`config.mk`:
```
export PLATFORM = sky130hd
export DESIGN_NAME = actuated_traffic_signal_unit
export DESIGN_NICKNAME = d
export VERILOG_FILES = /design/src/hw/rtl/atsu_pkg.sv /design/src/hw/rtl/actuated_traffic_signal_unit.sv /design/src/hw/rtl/atsu_cfg.sv /design/src/hw/rtl/atsu_in_reg.sv /design/src/hw/rtl/atsu_step.sv
export SDC_FILE = /design/constraint.sdc
export NUM_CORES = 1
export LEC_CHECK = 0
export BUFFER_PORTS_ARGS = -buffer_cell sky130_fd_sc_hd__buf_4
export CAP_MARGIN = 20
export CORE_MARGIN = 2
export CORE_UTILIZATION = 55
export CTS_BUF_LIST = sky130_fd_sc_hd__clkbuf_16
export CTS_CLUSTER_DIAMETER = 50
export CTS_CLUSTER_SIZE = 25
export DETAILED_ROUTE_END_ITERATION = 6
export PLACE_DENSITY = 0.79
export SLEW_MARGIN = 20
export SYNTH_ARGS = -nofsm -noshare
export SYNTH_HDL_FRONTEND = slang
export SYNTH_SLANG_ARGS = --single-unit
```
`constraint.sdc`:
```
create_clock -name clk -period 18.3 [get_ports clk]
set_input_delay 1.83 -clock clk [delete_from_list [all_inputs] [get_ports clk]]
set_output_delay 1.83 -clock clk [all_outputs]
set_load 0.005 [all_outputs]
```
`src/hw/rtl/atsu_pkg.sv`:
```
// Shared types, constants and register map for the actuated traffic signal unit.
`default_nettype none

package atsu_pkg;

    // Number of approaches the controller supports and the lane fields carried
    localparam int APPROACHES  = 4;
    localparam int LANE_FIELDS = 4;
    localparam int LANE_MAX    = (APPROACHES < LANE_FIELDS) ? APPROACHES : LANE_FIELDS;
    localparam int LANE_MIN    = 2;

    // Field widths
    localparam int DELTA_W  = 10;
    localparam int CARS_W   = 8;
    localparam int TIMER_W  = 20;
    localparam int MS_W     = 16;
    localparam int LANE_W   = 2;
    localparam int COUNT_W  = 3;

    // Stream payload widths
    localparam int IN_TDATA_W  = 48;
    localparam int OUT_TDATA_W = 16;

    // APB port
    localparam int APB_ADDR_W = 5;
    localparam int APB_DATA_W = 32;

    // Register indexes (byte address = 4 * index)
    localparam logic [2:0] REG_LIGHTS_ENABLE     = 3'd0;
    localparam logic [2:0] REG_APPROACHES_IN_USE = 3'd1;
    localparam logic [2:0] REG_MIN_GREEN_MS      = 3'd2;
    localparam logic [2:0] REG_MAX_GREEN_MS      = 3'd3;
    localparam logic [2:0] REG_YELLOW_MS         = 3'd4;

    // Register reset values
    localparam logic             RST_LIGHTS_ENABLE     = 1'b1;
    localparam logic [COUNT_W-1:0] RST_APPROACHES_IN_USE = 3'd4;
    localparam logic [MS_W-1:0]  RST_MIN_GREEN_MS      = 16'd5000;
    localparam logic [MS_W-1:0]  RST_MAX_GREEN_MS      = 16'd30000;
    localparam logic [MS_W-1:0]  RST_YELLOW_MS         = 16'd2000;

    typedef enum logic [1:0] {
        LIGHT_OFF    = 2'd0,
        LIGHT_RED    = 2'd1,
        LIGHT_YELLOW = 2'd2,
        LIGHT_GREEN  = 2'd3
    } light_t;

    typedef struct packed {
        logic                lights_enable;
        logic [COUNT_W-1:0]  approaches_in_use;
        logic [MS_W-1:0]     min_green_ms;
        logic [MS_W-1:0]     max_green_ms;
        logic [MS_W-1:0]     yellow_ms;
    } cfg_t;

    typedef struct packed {
        logic [LANE_FIELDS-1:0][CARS_W-1:0] cars;
        logic [DELTA_W-1:0]                 delta_ms;
    } tick_t;

    typedef struct packed {
        logic                     phase_changed;
        light_t [LANE_FIELDS-1:0] light;
        logic [LANE_W-1:0]        green_lane;
    } result_t;

endpackage

`default_nettype wire

```
`src/hw/rtl/actuated_traffic_signal_unit.sv`:
```
// Top level of the actuated traffic signal unit: APB registers, tick register and step logic.
// Flow: a tick transaction accepted into the input register moves on into the result register
// once the result register is free or draining.
// Throughput: one tick per cycle unless m_tready stalls; input and result registers move together.
// The step logic updates the phase state and the result register in the same cycle.
// Reset (rst_n low, asynchronous): green phase on approach 0, timer 0, both stages empty,
// registers back to enable 1, four approaches, 5000 ms min green, 30000 ms max green, 2000 ms yellow.
`default_nettype none

module actuated_traffic_signal_unit
    import atsu_pkg::*;
#(
    parameter int NUM_APPROACHES = APPROACHES
)
(
    input  wire logic                   clk,
    input  wire logic                   rst_n,
    // APB configuration port
    input  wire logic                   psel,
    input  wire logic                   penable,
    input  wire logic                   pwrite,
    input  wire logic [APB_ADDR_W-1:0]  paddr,
    input  wire logic [APB_DATA_W-1:0]  pwdata,
    output logic      [APB_DATA_W-1:0]  prdata,
    output logic                        pready,
    // Tick stream in
    input  wire logic                   s_tvalid,
    output logic                        s_tready,
    // delta_ms[9:0], cars_lane0[17:10], cars_lane1[25:18], cars_lane2[33:26],
    // cars_lane3[41:34], zero fill [47:42]
    input  wire logic [IN_TDATA_W-1:0]  s_tdata,
    // Result stream out
    output logic                        m_tvalid,
    input  wire logic                   m_tready,
    // green_lane[1:0], light_lane0[3:2], light_lane1[5:4], light_lane2[7:6],
    // light_lane3[9:8], phase_changed[10], zero fill [15:11]
    output logic      [OUT_TDATA_W-1:0] m_tdata
);

    cfg_t    cfg;
    tick_t   tick;
    logic    tick_valid;
    logic    advance;
    result_t result;

    // Move the held tick into the step logic when the result register is free or draining
    assign advance = tick_valid && (!m_tvalid || m_tready);

    atsu_cfg u_cfg (
        .clk     (clk),
        .rst_n   (rst_n),
        .psel    (psel),
        .penable (penable),
        .pwrite  (pwrite),
        .paddr   (paddr),
        .pwdata  (pwdata),
        .prdata  (prdata),
        .pready  (pready),
        .cfg     (cfg)
    );

    atsu_in_reg u_in_reg (
        .clk        (clk),
        .rst_n      (rst_n),
        .s_tvalid   (s_tvalid),
        .s_tready   (s_tready),
        .s_tdata    (s_tdata),
        .advance    (advance),
        .tick_valid (tick_valid),
        .tick       (tick)
    );

    atsu_step #(
        .NUM_APPROACHES (NUM_APPROACHES)
    ) u_step (
        .clk       (clk),
        .rst_n     (rst_n),
        .cfg       (cfg),
        .tick      (tick),
        .fire      (advance),
        .out_ready (m_tready),
        .out_valid (m_tvalid),
        .result    (result)
    );

    // Pack the result from the low bits up
    always_comb
    begin
        m_tdata         = '0;
        m_tdata[1:0]    = result.green_lane;
        for (int i = 0; i < LANE_FIELDS; i++)
        begin
            m_tdata[LANE_W + 2*i +: 2] = result.light[i];
        end
        m_tdata[LANE_W + 2*LANE_FIELDS] = result.phase_changed;
    end

endmodule

`default_nettype wire

```
`src/hw/rtl/atsu_cfg.sv`:
```
// APB register file holding the controller's configuration.
`default_nettype none

module atsu_cfg
    import atsu_pkg::*;
(
    input  wire logic                  clk,
    input  wire logic                  rst_n,
    input  wire logic                  psel,
    input  wire logic                  penable,
    input  wire logic                  pwrite,
    input  wire logic [APB_ADDR_W-1:0] paddr,
    input  wire logic [APB_DATA_W-1:0] pwdata,
    output logic      [APB_DATA_W-1:0] prdata,
    output logic                       pready,
    output cfg_t                       cfg
);

    cfg_t       cfg_reg;
    logic [2:0] reg_index;
    logic       wr_en;

    assign reg_index = paddr[APB_ADDR_W-1:2];
    assign wr_en     = psel && penable && pwrite;
    assign pready    = 1'b1;
    assign cfg       = cfg_reg;

    // Write the addressed register on the access cycle
    always_ff @(posedge clk or negedge rst_n)
    begin
        if (!rst_n)
        begin
            cfg_reg.lights_enable     <= RST_LIGHTS_ENABLE;
            cfg_reg.approaches_in_use <= RST_APPROACHES_IN_USE;
            cfg_reg.min_green_ms      <= RST_MIN_GREEN_MS;
            cfg_reg.max_green_ms      <= RST_MAX_GREEN_MS;
            cfg_reg.yellow_ms         <= RST_YELLOW_MS;
        end
        else if (wr_en)
        begin
            case (reg_index)
                REG_LIGHTS_ENABLE:     cfg_reg.lights_enable     <= pwdata[0];
                REG_APPROACHES_IN_USE: cfg_reg.approaches_in_use <= pwdata[COUNT_W-1:0];
                REG_MIN_GREEN_MS:      cfg_reg.min_green_ms      <= pwdata[MS_W-1:0];
                REG_MAX_GREEN_MS:      cfg_reg.max_green_ms      <= pwdata[MS_W-1:0];
                REG_YELLOW_MS:         cfg_reg.yellow_ms         <= pwdata[MS_W-1:0];
                default:               ;
            endcase
        end
    end

    // Read back the addressed register
    always_comb
    begin
        prdata = '0;
        case (reg_index)
            REG_LIGHTS_ENABLE:     prdata[0]           = cfg_reg.lights_enable;
            REG_APPROACHES_IN_USE: prdata[COUNT_W-1:0] = cfg_reg.approaches_in_use;
            REG_MIN_GREEN_MS:      prdata[MS_W-1:0]    = cfg_reg.min_green_ms;
            REG_MAX_GREEN_MS:      prdata[MS_W-1:0]    = cfg_reg.max_green_ms;
            REG_YELLOW_MS:         prdata[MS_W-1:0]    = cfg_reg.yellow_ms;
            default:               prdata = '0;
        endcase
    end

endmodule

`default_nettype wire

```
`src/hw/rtl/atsu_in_reg.sv`:
```
// Input register: captures one tick transaction and holds it until the step logic takes it.
`default_nettype none

module atsu_in_reg
    import atsu_pkg::*;
(
    input  wire logic                  clk,
    input  wire logic                  rst_n,
    input  wire logic                  s_tvalid,
    output logic                       s_tready,
    input  wire logic [IN_TDATA_W-1:0] s_tdata,
    input  wire logic                  advance,
    output logic                       tick_valid,
    output tick_t                      tick
);

    logic  valid_reg;
    logic  valid_next;
    tick_t tick_reg;
    logic  load;

    // Take a new tick whenever the register is empty or is being drained
    assign s_tready   = !valid_reg || advance;
    assign load       = s_tvalid && s_tready;
    assign valid_next = load || (valid_reg && !advance);
    assign tick_valid = valid_reg;
    assign tick       = tick_reg;

    always_ff @(posedge clk or negedge rst_n)
    begin
        if (!rst_n)
        begin
            valid_reg <= 1'b0;
        end
        else
        begin
            valid_reg <= valid_next;
        end
    end

    // Unpack the fields from the low bits up
    always_ff @(posedge clk)
    begin
        if (load)
        begin
            tick_reg.delta_ms <= s_tdata[DELTA_W-1:0];
            for (int i = 0; i < LANE_FIELDS; i++)
            begin
                tick_reg.cars[i] <= s_tdata[DELTA_W + i*CARS_W +: CARS_W];
            end
        end
    end

endmodule

`default_nettype wire

```
`src/hw/rtl/atsu_step.sv`:
```
// Per-tick controller logic: phase state, timer, next-green choice and the result register.
`default_nettype none

module atsu_step
    import atsu_pkg::*;
#(
    parameter int NUM_APPROACHES = APPROACHES
)
(
    input  wire logic  clk,
    input  wire logic  rst_n,
    input  wire cfg_t  cfg,
    input  wire tick_t tick,
    input  wire logic  fire,
    input  wire logic  out_ready,
    output logic       out_valid,
    output result_t    result
);

    // Approach count is capped by the parameter and by the lane fields carried
    localparam int LANE_CAP = (NUM_APPROACHES < LANE_FIELDS) ? NUM_APPROACHES : LANE_FIELDS;

    logic                   phase_yellow_reg;
    logic                   phase_yellow_next;
    logic [LANE_W-1:0]      active_lane_reg;
    logic [LANE_W-1:0]      active_lane_next;
    logic [TIMER_W-1:0]     phase_timer_reg;
    logic [TIMER_W-1:0]     phase_timer_next;
    logic                   out_valid_reg;
    logic                   out_valid_next;
    result_t                result_reg;
    result_t                result_next;

    logic [COUNT_W-1:0]                 lanes_n;
    logic [LANE_FIELDS-1:0]             lane_used;
    logic [LANE_FIELDS-1:0][CARS_W-1:0] cars;
    logic [TIMER_W:0]                   timer_sum;
    logic [TIMER_W-1:0]                 timer_sat;
    logic                               found;
    logic [LANE_W-1:0]                  best_lane;
    logic [CARS_W-1:0]                  best_cars;
    logic                               other_waiting;
    logic [CARS_W-1:0]                  on_green;
    logic                               go_yellow;
    logic                               yellow_done;
    logic                               changed;

    // Clamp the approach count to the supported range
    always_comb
    begin
        if (cfg.approaches_in_use < COUNT_W'(LANE_MIN))
            lanes_n = COUNT_W'(LANE_MIN);
        else if (cfg.approaches_in_use > COUNT_W'(LANE_CAP))
            lanes_n = COUNT_W'(LANE_CAP);
        else
            lanes_n = cfg.approaches_in_use;
    end

    // Mask counts of lanes without signal heads
    always_comb
    begin
        for (int i = 0; i < LANE_FIELDS; i++)
        begin
            lane_used[i] = (COUNT_W'(i) < lanes_n);
            cars[i]      = lane_used[i] ? tick.cars[i] : '0;
        end
    end

    // Advance the saturating phase timer
    assign timer_sum = {1'b0, phase_timer_reg} + (TIMER_W+1)'(tick.delta_ms);
    assign timer_sat = timer_sum[TIMER_W] ? {TIMER_W{1'b1}} : timer_sum[TIMER_W-1:0];

    // Find the busiest other lane in use, lowest index wins ties
    always_comb
    begin
        found         = 1'b0;
        best_lane     = '0;
        best_cars     = '0;
        other_waiting = 1'b0;
        for (int i = 0; i < LANE_FIELDS; i++)
        begin
            if (lane_used[i] && (LANE_W'(i) != active_lane_reg))
            begin
                if (!found || (cars[i] > best_cars))
                begin
                    found     = 1'b1;
                    best_lane = LANE_W'(i);
                    best_cars = cars[i];
                end
                if (cars[i] != '0)
                    other_waiting = 1'b1;
            end
        end
    end

    assign on_green    = cars[active_lane_reg];
    assign go_yellow   = other_waiting &&
                         (((on_green == '0) && (timer_sat > TIMER_W'(cfg.min_green_ms))) ||
                          (timer_sat > TIMER_W'(cfg.max_green_ms)));
    assign yellow_done = (timer_sat >= TIMER_W'(cfg.yellow_ms));

    // Next phase state
    always_comb
    begin
        phase_yellow_next = phase_yellow_reg;
        active_lane_next  = active_lane_reg;
        phase_timer_next  = phase_timer_reg;
        changed           = 1'b0;
        if (cfg.lights_enable)
        begin
            phase_timer_next = timer_sat;
            if (phase_yellow_reg)
            begin
                if (yellow_done)
                begin
                    active_lane_next  = best_lane;
                    phase_yellow_next = 1'b0;
                    phase_timer_next  = '0;
                    changed           = 1'b1;
                end
            end
            else if (go_yellow)
            begin
                phase_yellow_next = 1'b1;
                phase_timer_next  = '0;
                changed           = 1'b1;
            end
        end
    end

    // Build the light pattern from the updated state
    always_comb
    begin
        result_next.green_lane    = active_lane_next;
        result_next.phase_changed = changed;
        for (int i = 0; i < LANE_FIELDS; i++)
        begin
            if (!cfg.lights_enable || !lane_used[i])
                result_next.light[i] = LIGHT_OFF;
            else if (LANE_W'(i) == active_lane_next)
                result_next.light[i] = phase_yellow_next ? LIGHT_YELLOW : LIGHT_GREEN;
            else
                result_next.light[i] = LIGHT_RED;
        end
    end

    // Hold a result until it is taken
    assign out_valid_next = fire || (out_valid_reg && !out_ready);

    always_ff @(posedge clk or negedge rst_n)
    begin
        if (!rst_n)
        begin
            phase_yellow_reg <= 1'b0;
            active_lane_reg  <= '0;
            phase_timer_reg  <= '0;
            out_valid_reg    <= 1'b0;
        end
        else
        begin
            out_valid_reg <= out_valid_next;
            if (fire)
            begin
                phase_yellow_reg <= phase_yellow_next;
                active_lane_reg  <= active_lane_next;
                phase_timer_reg  <= phase_timer_next;
            end
        end
    end

    always_ff @(posedge clk)
    begin
        if (fire)
        begin
            result_reg <= result_next;
        end
    end

    assign out_valid = out_valid_reg;
    assign result    = result_reg;

endmodule

`default_nettype wire

```
==> run summary <==
CORE AREA: 0.0146 mm2
final worst hold slack: 0.489 ns
end of the worst register-to-register path: u_step.result[1]
Syn. warnings: 0
post-CTS setup buffer count: 0
worst hold-check path type: reg2reg
Setup CP Type: reg2reg
# hold bufs at CTS: 0
fmax: 148 MHz
Syn Inst Count: 871
ys async rst share: 59.2%
Ports: 143
max reg flops: 52
gr usage total: 24.2%
fin util: 66.0%
initial drt markers: 544
Setup Slack @ Placement: 11.58 ns
CTS clk-pin slew, worst paths: 0.06 ns
CTS tree: yes
gpl congestion: 0.881
post-DR vias/cell: 5.78
clock root cell: clkbuf_16
Skew-Pair Late Insertion Delay: 0.43 ns
flop-to-flop setup slack: 11.55 ns
count of cell types in the netlist: 61
Cell Area, Synth: 0.00825 mm2
Clock Skews: 0.00986 ns
number of port buffers: 96
Clk network pwr share: 29.7%
Post-synth EDFFs: 53
syn avg cell area: 9.47 um2
maximum clock path buffer count: 2
total negative slack: 0 ns
chip height: 126 um
top cells by area in the synthesized netlist: edfxtp_1, dfrtp_1, ha_1
hold path endpoint: u_step.phase_timer_reg[3]
setup ws final: 11.55 ns
clk sinks: 130
DRC Markers: 0
hold path cells: 2
RSZ-0062 raised after global routing: no
post-cts resize count: 0
Fillers: 1,124
sequential share of power: 32.0%
row count: 44
final wirelength: 18,900 um
initial antenna violation count: 0
first-pass GRT wire length: 30,700 um
wire length per cell: 16.5 um
measured slew at the worst slew-check pin: 1.03 ns
Final Critical Period: 6.75 ns
Reg-to-Reg Start: u_step.active_lane_reg[0]
CTS H-tree depth: 4
first-pass detailed-route iteration total: 4
Slew Viols, Final: 0
starting density of the core: 56.5%
total CTS buffers: 17
P_sw: 0.000448 W
gr ovfl total: 0
layout cells sized above 1: 19.4%
Gate power share: 38.2%
outcome: finished, final reports clean
Crit Path Max Fanout: 13
VDD IR-drop max: 0.0000699 V
Sw Ratio: 36.0%
Synth area leader: edfxtp_1
PwrDens: 129 mW/mm2
Fin. Hold Viols: 0
# diodes: 0
hold_sp: u_step.phase_timer_reg[3]
Final nets: 1,121
sequential fraction of the synthesis area: 43.0%
Antenna Nets Post-Route: 0
die area: 0.0160 mm2
Final setup viols: 0
Die X: 126 um
Startpoint Class: flip-flop
share of the synthesized area in the top cell type: 19.3%
Layout area overhead: 16.8%
vias in the first global route: 6,272
largest net degree at the start of global routing: 78
Critical Path AT: 6.93 ns
Internal: 0.000796 W
DP HPWL: 13,700 um
max_cap viols: 0
CP Data Required Time: 18.48 ns
#FFs+latches synth: 130
slew margin rel.: 31.6%
Leakage: 4.36 nW
R2R cell count: 25
Top FF cell, synth: dfrtp_1
Worst setup EP type: flip-flop
Via Count: 6,601
fin crit share: 36.9%
[cells by family (layout without fill, tap and decap cells)]
group	after synthesis	after routing	synth area share, %
mux	36	36	4.70
xor+xnor	11	11	1.17
other cells	2	22	0.0911
buf+inv	130	198	7.03
compound gates	222	222	16.8
flops	130	130	43.0
fa+ha+maj	83	83	12.7
simple gates	257	257	14.6
[synth_stat cells, types with 15 or more instances]
cell type / count
nand2_1: 144
ha_1: 82
inv_1: 65
o21ai_0: 61
dfrtp_1: 57
edfxtp_1: 53
a21oi_1: 46
clkbuf_1: 39
nor2_1: 26
buf_4: 22
mux2_2: 22
o22ai_1: 21
dfstp_2: 20
a22oi_1: 16
o21ai_1: 16
a21o_1: 15
[power groups by stage]
stage | clock network [W] | logic [W] | registers [W]
after floorplan | 0 | 0.000344 | 0.000389
after global placement | 0 | 0.000452 | 0.000400
after detailed placement | 0 | 0.000464 | 0.000403
after CTS | 0.000374 | 0.000469 | 0.000398
after global routing | 0.000388 | 0.000534 | 0.000405
final | 0.000370 | 0.000476 | 0.000398
[worst max-delay path, cell delays in order, from the launching register on]
cell      delay, ns
dfrtp_1        0.46
or2_2          0.41
nand2_1        0.10
ha_1           0.23
nor2b_1        0.13
o21a_1         0.16
o21a_1         0.15
o21ai_0        0.14
a31oi_1        0.10
nor2_1         0.75
mux2_2         0.45
ha_1           0.18
nor2b_1        0.12
o21a_1         0.12
o21a_1         0.10
o21bai_1       0.06
a21oi_1        0.79
mux2_2         0.44
ha_1           0.29
nor2b_1        0.13
o21a_1         0.16
o21a_1         0.16
o21bai_1       0.11
a21oi_1        0.15
or2_2          0.32
mux2_2         0.27
[layout by cell type (no fill, tap or decap), types with 11 or more instances in the layout]
cell type	Yosys	routed
inv_1	65	66
clkbuf_16	0	17
a22oi_1	16	16
nand3_1	12	12
dfstp_2	20	20
nand4_1	13	13
conb_1	2	22
o22ai_1	21	21
ha_1	82	82
mux2i_1	14	14
and2_1	13	12
nand2_1	144	144
edfxtp_1	53	53
dfrtp_1	57	57
o21ai_0	61	61
a21oi_1	46	46
nor2_1	26	26
mux2_2	22	22
a21o_1	15	15
buf_4	22	101
nor4_1	12	11
o21ai_1	16	16
[how the worst max path moves through the flow]
| stage | from | end | slack [ns] |
|---|---|---|---|
| 5_1_grt | u_step.active_lane_reg[0] | u_step.result[1] | 11.00 |
| 3_3_place_gp | u_step.active_lane_reg[0] | u_step.result[1] | 11.66 |
| 3_5_place_dp | u_step.active_lane_reg[0] | u_step.result[1] | 11.58 |
| 2_1_floorplan | u_step.active_lane_reg[1] | u_step.result[1] | 12.43 |
| 4_1_cts | u_step.active_lane_reg[0] | u_step.result[1] | 11.57 |
| 6_report | u_step.active_lane_reg[0] | u_step.result[1] | 11.55 |
[cell type report]
cell class	instances	area (um2)	share of cell area (%)
clock buffers	17	425	4.42
repair buffers	101	758	7.88
inverters	65	244	2.53
multi-input cells	631	4210	43.7
clock inverters	15	216	2.25
well taps	184	230	2.39
flip-flops and latches	130	3540	36.8
[per-layer routing]
metal / track usage, % / vias up / part of all wire [%]
met5: 0 / - / 0
met4: 9.70 / 0 / 2.9
met3: 6.66 / 35 / 6.5
met2: 39.9 / 237 / 49
met1: 30.2 / 3111 / 42
li1: - / 3218 / -
[through the flow]
step	instances	power, W	instance area [um2]
2_1_floorplan	891	0.000733	8320
3_3_place_gp	1111	0.000852	8990
3_5_place_dp	1111	0.000867	8990
4_1_cts	1143	0.00124	9630
5_1_grt	1143	0.00133	9630
6_report	1143	0.00124	9630
Power figures use the tool's default switching activity.
